### config.mk
export PLATFORM = sky130hd
export DESIGN_NAME = fifo_queue_with_search_core
export DESIGN_NICKNAME = d
export VERILOG_FILES = /design/src/rtl/fqs_pkg.sv /design/src/rtl/fqs_cmp_unit.sv /design/src/rtl/fifo_queue_with_search_core.sv
export SDC_FILE = /design/constraint.sdc
export NUM_CORES = 1
export LEC_CHECK = 0
export BUFFER_PORTS_ARGS = -buffer_cell sky130_fd_sc_hd__buf_2
export CORE_MARGIN = 4
export CORE_UTILIZATION = 60
export CTS_BUF_LIST = sky130_fd_sc_hd__clkbuf_4
export CTS_CLUSTER_SIZE = 8
export DETAILED_ROUTE_END_ITERATION = 10
export GPL_ROUTABILITY_DRIVEN = 0
export HOLD_SLACK_MARGIN = 0.1
export PLACE_DENSITY = 0.84
export SLEW_MARGIN = 0
export SYNTH_ARGS = -nofsm -noshare
export SYNTH_HDL_FRONTEND = slang
export SYNTH_HIERARCHICAL = 1
export SYNTH_SLANG_ARGS = --single-unit
### constraint.sdc
create_clock -name clk -period 5.5 [get_ports clk]
set_clock_uncertainty 0.1 [all_clocks]
set_input_delay 0 -clock clk [delete_from_list [all_inputs] [get_ports clk]]
set_output_delay 0 -clock clk [all_outputs]
set_load 0.005 [all_outputs]
### src/rtl/fqs_pkg.sv
// Shared types, sizes and helpers for the FIFO queue with search.
// No dependencies; imported by every module of the block.
`default_nettype none

package fqs_pkg;

  localparam int DEPTH = 16;
  localparam int PTR_W = $clog2(DEPTH);
  localparam int CNT_W = $clog2(DEPTH + 1);
  localparam int VAL_W = 32;
  localparam int OUT_W = 48;

  typedef enum logic [1:0] {
    CMD_PUSH        = 2'd0,
    CMD_POP         = 2'd1,
    CMD_SEARCH      = 2'd2,
    CMD_COUNT_CLEAR = 2'd3
  } cmd_t;

  // control from the sequencer to the compare unit
  typedef struct packed {
    logic clear;
    logic en;
  } cmp_ctrl_t;

  function automatic logic [PTR_W-1:0] ptr_next(input logic [PTR_W-1:0] p);
    logic [PTR_W-1:0] r;
    if (p == PTR_W'(DEPTH - 1)) begin
      r = '0;
    end else begin
      r = p + PTR_W'(1);
    end
    return r;
  endfunction

endpackage

`default_nettype wire

### src/rtl/fqs_cmp_unit.sv
// Shared compare-and-count unit: one ring entry compared per enabled cycle.
// Depends on fqs_pkg.
`default_nettype none

module fqs_cmp_unit
  import fqs_pkg::*;
(
  input  wire logic             clk,
  input  wire logic             rst,
  input  wire cmp_ctrl_t        ctrl,
  input  wire logic [VAL_W-1:0] entry,
  input  wire logic [VAL_W-1:0] key,
  output logic      [CNT_W-1:0] count
);

  always_ff @(posedge clk) begin
    if (rst) begin
      count <= '0;
    end else if (ctrl.clear) begin
      count <= '0;
    end else if (ctrl.en && (entry == key)) begin
      count <= count + CNT_W'(1);
    end
  end

endmodule

`default_nettype wire

### src/rtl/fifo_queue_with_search_core.sv
// Top level of the FIFO queue with search: ring store, pointers, sequencer.
// Depends on fqs_pkg and fqs_cmp_unit.
//
// A 16-entry queue of signed 32-bit values taking one command per item:
// push, pop, search, or count-and-clear. Every item yields one result item.
// Push and pop pass the head-read and load states before the result is raised;
// search and count first pass the scan state, where the single compare unit walks
// the held entries one per cycle through the ring memory's one registered
// read port. The block takes one item at a time and is ready again the cycle
// after its result is loaded; a finished result waits in the output register
// while the next item is accepted.
`default_nettype none

module fifo_queue_with_search_core
  import fqs_pkg::*;
(
  input  wire logic             clk,
  input  wire logic             rst,
  // input items
  input  wire logic             s_tvalid,
  output logic                  s_tready,
  input  wire logic [VAL_W-1:0] s_tdata,  // [31:0] value
  input  wire logic [1:0]       s_tuser,  // [1:0] cmd
  // result items
  output logic                  m_tvalid,
  input  wire logic             m_tready,
  // [0] is_empty, [5:1] length, [6] head_valid, [38:7] head_value,
  // [39] found, [44:40] match_count, [45] overflow, [47:46] zero
  output logic      [OUT_W-1:0] m_tdata
);

  typedef enum logic [1:0] {
    ST_IDLE,
    ST_SCAN,
    ST_HEAD_RD,
    ST_LOAD
  } state_t;

  state_t           state;
  cmd_t             cmd_q;
  logic [VAL_W-1:0] value_q;
  logic             ovf_q;
  logic [PTR_W-1:0] head;
  logic [PTR_W-1:0] tail;
  logic [CNT_W-1:0] count;
  logic [PTR_W-1:0] scan_ptr;
  logic [CNT_W-1:0] remaining;
  logic             rd_pend;

  logic [VAL_W-1:0] mem [DEPTH];
  logic [VAL_W-1:0] rd_data;
  logic [PTR_W-1:0] rd_addr;

  logic             in_acc;
  logic             full;
  cmd_t             in_cmd;
  cmp_ctrl_t        cmp_ctrl;
  logic [CNT_W-1:0] match_cnt;
  logic             head_valid;

  assign s_tready   = (state == ST_IDLE);
  assign in_acc     = s_tvalid && s_tready;
  assign in_cmd     = cmd_t'(s_tuser);
  assign full       = (count == CNT_W'(DEPTH));
  assign rd_addr    = (state == ST_SCAN) ? scan_ptr : head;
  assign head_valid = (count != '0);

  assign cmp_ctrl.clear = in_acc;
  assign cmp_ctrl.en    = rd_pend;

  // ring store: one write port, one registered read port
  always_ff @(posedge clk) begin
    if (in_acc && (in_cmd == CMD_PUSH) && !full) begin
      mem[tail] <= s_tdata;
    end
    rd_data <= mem[rd_addr];
  end

  fqs_cmp_unit u_cmp (
    .clk   (clk),
    .rst   (rst),
    .ctrl  (cmp_ctrl),
    .entry (rd_data),
    .key   (value_q),
    .count (match_cnt)
  );

  always_ff @(posedge clk) begin
    if (rst) begin
      state     <= ST_IDLE;
      head      <= '0;
      tail      <= '0;
      count     <= '0;
      rd_pend   <= 1'b0;
      m_tvalid  <= 1'b0;
      cmd_q     <= CMD_PUSH;
      ovf_q     <= 1'b0;
      scan_ptr  <= '0;
      remaining <= '0;
    end else begin
      if (m_tvalid && m_tready) begin
        m_tvalid <= 1'b0;
      end
      case (state)
        ST_IDLE: begin
          rd_pend <= 1'b0;
          if (in_acc) begin
            cmd_q   <= in_cmd;
            value_q <= s_tdata;
            ovf_q   <= 1'b0;
            case (in_cmd)
              CMD_PUSH: begin
                if (full) begin
                  ovf_q <= 1'b1;
                end else begin
                  tail  <= ptr_next(tail);
                  count <= count + CNT_W'(1);
                end
                state <= ST_HEAD_RD;
              end
              CMD_POP: begin
                if (count != '0) begin
                  head  <= ptr_next(head);
                  count <= count - CNT_W'(1);
                end
                state <= ST_HEAD_RD;
              end
              default: begin
                scan_ptr  <= head;
                remaining <= count;
                state     <= ST_SCAN;
              end
            endcase
          end
        end
        ST_SCAN: begin
          if (remaining != '0) begin
            scan_ptr  <= ptr_next(scan_ptr);
            remaining <= remaining - CNT_W'(1);
            rd_pend   <= 1'b1;
          end else begin
            rd_pend <= 1'b0;
          end
          // last compare has landed once nothing is left in flight
          if ((remaining == '0) && !rd_pend) begin
            if (cmd_q == CMD_COUNT_CLEAR) begin
              head  <= tail;
              count <= '0;
            end
            state <= ST_HEAD_RD;
          end
        end
        ST_HEAD_RD: begin
          state <= ST_LOAD;
        end
        ST_LOAD: begin
          if (!m_tvalid || m_tready) begin
            m_tvalid <= 1'b1;
            state    <= ST_IDLE;
          end
        end
        default: begin
          state <= ST_IDLE;
        end
      endcase
    end
  end

  // result payload
  always_ff @(posedge clk) begin
    if ((state == ST_LOAD) && (!m_tvalid || m_tready)) begin
      m_tdata[0]     <= !head_valid;
      m_tdata[5:1]   <= count;
      m_tdata[6]     <= head_valid;
      m_tdata[38:7]  <= head_valid ? rd_data : '0;
      m_tdata[39]    <= (match_cnt != '0);
      m_tdata[44:40] <= match_cnt;
      m_tdata[45]    <= ovf_q;
      m_tdata[47:46] <= 2'b00;
    end
  end

  a_count_bound: assert property (@(posedge clk) disable iff (rst)
    count <= CNT_W'(DEPTH))
    else $error("entry count above depth");

  a_ring_consistent: assert property (@(posedge clk) disable iff (rst)
    (count != CNT_W'(DEPTH) && count != '0) |-> (PTR_W'(head + PTR_W'(count)) == tail))
    else $error("pointers disagree with entry count");

  a_scan_bound: assert property (@(posedge clk) disable iff (rst)
    (state == ST_SCAN) |-> (match_cnt <= count))
    else $error("match count exceeds held entries");

  a_clear_empties: assert property (@(posedge clk) disable iff (rst)
    (state == ST_SCAN && remaining == '0 && !rd_pend && cmd_q == CMD_COUNT_CLEAR)
    |=> (count == '0 && head == tail))
    else $error("count-and-clear left entries");

  a_out_hold: assert property (@(posedge clk) disable iff (rst)
    (m_tvalid && !m_tready) |=> (m_tvalid && $stable(m_tdata)))
    else $error("result changed while stalled");

endmodule

`default_nettype wire
==> metrics.txt <==
Remaining DRCs 0; Synth top cells by count edfxtp_1 (590), mux4_2 (128), a22oi_1 (67), dfxtp_1 (66), nand2_1 (53); status complete, no violations; EDFF count, synth 590; largest net degree at the start of global routing 82; antenna violations before repair 2; Synth Cell Area 24,850 sq um; Synth top area share 71.30%; starting density of the core a little over 60%; row cnt 74; via density per instance roughly 6.1; clk root buf clkbuf_4; CP Launch Type flop; Vias ~14,000; sequential fraction of the synthesis area roughly three quarters; Post-synth ARST share 0%; total gr overflow 0; Reg power frac 45.2%; flops & latches, synth between 600 and 700; Post-CTS Setup Inserts 0; worst vdd ir 0.3072 mV; hpwl dp between 20,000 and 30,000 um; P_int between 9000 and 10,000 uW; area of the core 40,920 sq um; DRT iter0 DRCs 1,356; Leak Pwr 0.009947 uW; Yosys top cell by area edfxtp_1; Fin. Hold Viols 0; setup TNS 0 ps; Clk pwr share 30.7%; Die W 211.5 um; vias in the first global route approximately 14,000; fin. max-slew vios 0; Final setup viols 0; final period utilization between 60% and 70%; Inserted Clock Buffers approximately 160; max_cap viols 0; FMAX between 0.2 and 0.3 GHz; CTS-repair resized insts 0; fin nets between 1,500 and 2,000; min-delay worst type primary input to flop; max_slew headroom between 10% and 20%; Synth Warn # 6; all-layer global routing usage 24.74%; syn avg cell area ~20 sq um; combinational fraction of design power about 24%; Worst setup EP type flop; Synth area leaders edfxtp_1 (71%), mux4_2 (12%), dfxtp_1 (5.3%); Worst Tran Pin Value 1345 ps; CP Max Fanout 32; routed len/inst between 20 and 25 um; CTS H-tree depth 4; I/O Pins 88; Routed WL 53,880 um; count of different cell masters after synthesis 54; Port Buffers 85; cell with the most instances after synthesis edfxtp_1; Clock transition at path regs 60 ps; P&R area growth vs syn 16.65%; Worst-Skew Late Latency roughly 830 ps; Worst Path Required ~5800 ps; WS Path Type flop to flop; pwr dens between 400 and 500 nW/um^2; WP data arrival approximately 3800 ps; clock tree buffer depth 3; Psw between 3000 and 4000 uW; DR pass1 iterations 5; Hold-fix buffers, CTS 83; first-pass GRT wire length ~83,000 um; layout cell share with drive strength beyond 1 a little under a third; Post-DRT Antenna Nets 0; Net Sw Frac between 20 and 30%; Post-Syn Instances approximately 1,300; Period minus WS final approximately 3500 ps; Post-synth top flop edfxtp_1; clock sinks roughly 660; total power draw between 10,000 and 15,000 uW; RSZ-0062 raised after global routing false; total die area between 40,000 and 50,000 sq um; DIE HEIGHT about 210 um; clock tree from TritonCTS done
[registers in the layout, summed over array words and instances, names as in the netlist]
signal,count
rd_data,32
count,5
remaining,5
rd_pend,1
value_q,32
cmd_q,2
m_tvalid,1
mem,512
state,2
scan_ptr,4
tail,4
u_cmp/count,5
ovf_q,1
head,4
m_tdata,46
[metal layers]
metal / wire length (um) / vias to the layer above / share of wire (%) / GRT usage (%)
li1: - / 5776 / - / -
met1: 19900 / 6855 / 37 / 32.92
met2: 27600 / 750 / 51 / 41.03
met3: 4738 / 125 / 8.8 / 5.750
met4: 1628 / 2 / 3.0 / 8.663
met5: 7 / - / 0.013 / 0
[metrics by stage]
stage                     setup slack, ps  util (%)  std cells  hold slack, ps  area, sq um
after floorplan                      1215         -       1258          -1.131        24850
after global placement               2167     63.60       1831           218.1        26030
after detailed placement             1933     63.60       1831           227.8        26030
after CTS                            1953     70.82       2207           159.5        28980
after global routing                 1694     70.83       2208           250.7        28990
final                                1989     70.83       2208           265.9        28990
[path summary, 6_finish.rpt]
kind                 endpoint  depth (start not counted)  slack, ps     start
hold / removal       cmd_q[1]                          5        270  s_tvalid
setup reg to reg   mem[5][15]                          6       1990  state[1]
hold reg to reg   m_tdata[45]                          0        310     ovf_q
setup / recovery   mem[5][15]                          6       1990  state[1]
[cells by family (layout without fill, tap and decap cells)]
logic type,count (synthesis),after routing,synth area share [%]
flops,656,656,76.62
simple gates,193,193,3.897
compound gates,139,139,3.963
mux,139,139,12.05
buf+inv,78,495,1.435
xor+xnor,36,36,1.269
fa+ha+maj,15,15,0.7553
other cells,1,3,0.01509
[cells in the final DEF (no fill, tap or decap), types with 9 or more instances in the layout]
master | netlist | final
a22oi_1 | 67 | 67
xor2_1 | 34 | 34
inv_1 | 17 | 17
nand2_1 | 53 | 53
edfxtp_1 | 590 | 590
nand3_1 | 9 | 9
dfxtp_1 | 66 | 66
mux4_2 | 128 | 128
clkbuf_4 | 0 | 243
nor2b_1 | 40 | 39
mux2i_1 | 10 | 10
o21ai_0 | 15 | 15
nor2_4 | 0 | 18
a21oi_1 | 26 | 24
clkinv_1 | 0 | 33
nor4_1 | 9 | 9
ha_1 | 15 | 15
buf_4 | 8 | 12
dlygate4sd3_1 | 0 | 83
buf_2 | 15 | 85
nor2_1 | 48 | 30
[power by group through the flow]
stage	registers, uW	logic [uW]	clock network [uW]
after floorplan	6030	2310	0
after global placement	6090	3040	0
after detailed placement	6100	3140	0
after CTS	6000	3230	4130
after global routing	6030	3470	4450
final	6000	3200	4080
[worst max-delay path, cell delays in order, from the launching register on]
cell,delay (ps)
dfxtp_1,330
inv_1,130
ha_1,350
nand2_1,270
a2111oi_4,450
nand2_1,340
nor2_4,1080
[area by class of cell]
class | count | area [sq um]
timing repair buffer | 185 | 1446
multi-input combinational | 524 | 5643
clock inverter | 50 | 301.5
fill | 2416 | 11940
tap | 532 | 665.6
clock buffer | 243 | 1824
sequential | 656 | 19040
inverter | 17 | 63.81
antenna | 1 | 2.502
Note: power is estimated with default switching activity, not from simulation.
